File: src/hw/rtl/sle_pkg.sv
// Shared constants, operation codes and cell control type for the sorted list engine.
package sle_pkg;

  localparam int CAPACITY  = 64;
  localparam int DATA_W    = 32;
  localparam int CNT_W     = $clog2(CAPACITY + 1);
  localparam int OUT_CNT_W = 7;
  localparam int FUNC_W    = 3;

  typedef enum logic [FUNC_W-1:0] {
    FN_INSERT     = 3'd0,
    FN_REMOVE_VAL = 3'd1,
    FN_REMOVE_MIN = 3'd2,
    FN_REMOVE_MAX = 3'd3,
    FN_CLEAR      = 3'd4
  } func_t;

  // Broadcast to every cell in the row for the item being applied.
  typedef struct packed {
    logic                     ins;    // insert, list not full
    logic                     rmv;    // remove first equal value, match found
    logic                     pop;    // remove smallest, list not empty
    logic signed [DATA_W-1:0] value;
  } cell_ctl_t;

endpackage

File: src/hw/rtl/sle_cell.sv
// One slot of the sorted row: holds a value and shifts it toward either neighbor.
module sle_cell
  import sle_pkg::*;
(
  input  logic                     clk,
  input  cell_ctl_t                ctl,
  input  logic                     occ,       // slot lies below the count
  input  logic                     prev_lt,   // lower neighbor holds a value below ctl.value
  input  logic signed [DATA_W-1:0] prev_val,
  input  logic signed [DATA_W-1:0] next_val,
  output logic signed [DATA_W-1:0] val_r,
  output logic                     lt,
  output logic                     hit
);

  logic signed [DATA_W-1:0] val_nxt;

  assign lt  = occ && (val_r < ctl.value);
  // In an ascending row the first equal entry is the one whose lower neighbor is smaller.
  assign hit = occ && (val_r == ctl.value) && prev_lt;

  always_comb begin
    val_nxt = val_r;
    if (ctl.ins && !lt) begin
      val_nxt = prev_lt ? ctl.value : prev_val;
    end else if ((ctl.rmv && !lt) || ctl.pop) begin
      val_nxt = next_val;
    end
  end

  always_ff @(posedge clk) begin
    val_r <= val_nxt;
  end

endmodule

File: config.mk
export PLATFORM = sky130hd
export DESIGN_NAME = sle_cell
export DESIGN_NICKNAME = d
export VERILOG_FILES = /design/src/hw/rtl/sle_pkg.sv /design/src/hw/rtl/sle_cell.sv
export SDC_FILE = /design/constraint.sdc
export NUM_CORES = 1
export LEC_CHECK = 0
export ABC_AREA = 1
export BUFFER_PORTS_ARGS = -buffer_cell sky130_fd_sc_hd__buf_2
export CAP_MARGIN = 5
export CORE_UTILIZATION = 50
export DETAILED_ROUTE_END_ITERATION = 16
export PLACE_DENSITY = 0.88
export SLEW_MARGIN = 20
export SYNTH_ARGS = -nofsm -noshare
export SYNTH_HDL_FRONTEND = slang
export SYNTH_SLANG_ARGS = --single-unit
File: constraint.sdc
create_clock -name clk -period 8 [get_ports clk]
set_input_delay 1.6 -clock clk [delete_from_list [all_inputs] [get_ports clk]]
set_output_delay 1.6 -clock clk [all_outputs]
set_load 0.02 [all_outputs]
==> flow_metrics.tcl <==
set metrics [dict create \
    outcome "complete, no violations" \
    insertion_delay_ns 0.29 \
    place_congestion 0.7853 \
    final_area_sq_um 3498 \
    netlist_instances 388 \
    coreArea_sq_um 5205 \
    finalCritPeriodShare 0.6779 \
    finalSetupTns_ns 0 \
    clock-sinks 32 \
    rsz0062_at_grt "false" \
    vias_per_cell 4.986 \
    grt_pass1_vias 2794 \
    seq_area_frac_synth 0.3499 \
    die_x_um 76.12 \
    pwr-share-clk 0.184 \
    cp-start-kind "primary input" \
    antenna_found_initial 0 \
    io_pins 136 \
    reg.largest.list "val_r (32)" \
    synth_area_sq_um 2746 \
    internal_power_mw 0.3853 \
    num_rows 26 \
    floorplan.initialDensity 0.5276 \
    crit_slowest_cell "nand3_2" \
    hpwl_mm 5.428 \
    leakagePower_nw 2.074 \
    critPathMaxFanout 34 \
    power_switching_mw 0.2541 \
    period_needed_ns 5.423 \
    grt_max_degree 64 \
    drv_cap 0 \
    cts_hold_buf 0 \
    vias 2912 \
    ys_types 23 \
    drive_gt1_frac 0.2860 \
    area_growth_pct 27.38 \
    hold_viol_final 0 \
    root_buffer "clkbuf_8" \
    seqPwrFrac 0.389 \
    cts_tree "built" \
    fmax_mhz 184.4 \
    slew_headroom 0.3464 \
    drcViolationCount 0 \
    path_delay_family "simple AND/OR/NAND/NOR gates" \
    combPwrFrac 0.427 \
    setup_violations 0 \
    final_nets 648 \
    crit_chain "buf_2 > inv_1 > ha_1 > nand2_1 > inv_2 > nand2_2 > a21oi_1 > nor2_1 > and2_1 > nand3_1 > nand3_2 > inv_1 > buf_2" \
    syn_avg_cell_area_sq_um 7.078 \
    grt_overflow 0 \
    cp-end-kind "output port" \
    synth_warnings 0 \
    numCtsBuffers 5 \
    slowest_delay_ns 0.59 \
    dpl_cell_area_sq_um 3422 \
    clkSlewWorstSetupHoldPaths_ns 0.07 \
    largest_reg_flops 32 \
    p_sw_frac 0.3975 \
    crit_buf_inv 5 \
    drt-pass1-iter-count 4 \
    hp-class "flop to flop" \
    synth-seq-cells 32 \
    cp.required_ns 6.40 \
    cts_resized 0 \
    critPathArrivalTime_ns 3.82 \
    slew_violations 0 \
    antenna_cells 0 \
    fillers 475 \
    ant_nets 0 \
    die-height_um 76.12 \
    cts_max_level 2 \
    drt-initial-drc-count 115 \
    grt_use_total 0.2565 \
    ir_drop_v 0.0001028 \
    r2r_slack_ns 4.58 \
    grt_pass1_wl_mm 11.87 \
    portBuffers 135 \
    finalClockSkew_ns 0.009976 \
    synth_nets 522 \
    pwr_density_cell_nw_per_um2 182.8 \
    regMostFlops "val_r" \
    path_class "primary input to output port" \
    wirelength_mm 7.237 \
    dieArea_sq_um 5793 \
    postCtsSetupBuffers 0 \
    worst_slew_pin_slew_ns 0.9778 \
    clock_tree.buffer_depth 2 \
    routedWlPerCell_um 12.39 \
]
Yosys cell counts:
master,number,area (sq um)
a21o_1,1,7.510
a21oi_1,9,45.04
and2_1,1,6.260
and3_1,1,6.260
buf_2,4,20.02
buf_4,3,22.52
buf_6,3,33.78
clkbuf_1,6,22.52
edfxtp_1,32,960.9
ha_1,32,400.4
inv_1,56,210.2
inv_2,2,7.510
nand2_1,155,581.8
nand2_2,1,6.260
nand2_4,1,11.26
nand3_1,33,165.2
nand3_2,1,10.01
nand4_1,3,18.77
nor2_1,11,41.29
nor2_2,1,6.260
o21ai_0,25,125.1
o21ai_1,6,30.03
o21bai_1,1,7.510
final cells by class:
type | count | area, sq um | share of cell area
Clock buffer | 5 | 68.82 | 0.01967
Clock inverter | 2 | 7.507 | 0.002146
Inverter | 58 | 217.7 | 0.06223
Multi-Input combinational cell | 282 | 1480 | 0.4231
Sequential cell | 32 | 960.9 | 0.2747
Tap cell | 70 | 87.58 | 0.02504
Timing Repair Buffer | 135 | 675.6 | 0.1931
layout by cell type (no fill, tap or decap), drive strengths merged:
cell | synthesis | final
a21o | 1 | 1
a21oi | 9 | 9
and2 | 1 | 1
and3 | 1 | 1
buf | 10 | 135
clkbuf | 6 | 5
clkinv | 0 | 2
edfxtp | 32 | 32
ha | 32 | 32
inv | 58 | 58
nand2 | 157 | 157
nand3 | 34 | 34
nand4 | 3 | 3
nor2 | 12 | 12
o21ai | 31 | 31
o21bai | 1 | 1
worst register-to-register path, delay by kind of cell, from the launching register on:
family	cells	cell delay (ns)
AOI/OAI and AO/OA	1	0.80
adders and majority gates	1	0.36
buffers and inverters	2	0.25
DFF	1	0.40
and+or+nand+nor	9	1.22
final timing paths:
kind / from / cells past startpoint / endpoint
worst max-delay path: ctl[31] / 13 / lt
worst min-delay path: val_r[31] / 5 / val_r[28]
worst max register to register: val_r[31] / 13 / val_r[20]
worst min register to register: val_r[31] / 5 / val_r[28]
metrics by stage:
step | util | worst slack, ns | hold WS (ns) | std cells | power [mW]
floorplan | - | 3.194 | 1.079 | 388 | 0.4375
global placement | 0.6575 | 2.606 | 1.426 | 577 | 0.5142
detailed placement | 0.6575 | 2.539 | 1.457 | 577 | 0.5247
CTS | 0.6721 | 2.532 | 1.480 | 584 | 0.6418
global route | 0.6721 | 2.313 | 1.582 | 584 | 0.6850
finish | 0.6721 | 2.577 | 1.461 | 584 | 0.6394
logic make-up after synthesis:
group / share of synthesized area
AO/OA/AOI/OAI: 0.07836
adder cells (fa/ha/maj): 0.1458
buffers and inverters: 0.1153
flip-flops: 0.3499
AND/OR/NAND/NOR: 0.3107
power groups by stage:
stage / Sequential, mW / Clock [mW] / Combinational [mW]
3_5_place_dp: 0.252 / 0 / 0.273
5_1_grt: 0.252 / 0.125 / 0.308
2_1_floorplan: 0.291 / 0 / 0.147
3_3_place_gp: 0.250 / 0 / 0.265
4_1_cts: 0.248 / 0.118 / 0.275
6_report: 0.249 / 0.118 / 0.273
metal layers:
layer | track usage | vias to the layer above | wire length, um
met3 | 0.04671 | 15 | 502
met2 | 0.4818 | 130 | 3584
met5 | 0 | - | 0
met1 | 0.2898 | 1277 | 3000
li1 | - | 1490 | -
met4 | 0.08654 | 0 | 150
Power figures use the tool's default switching activity.
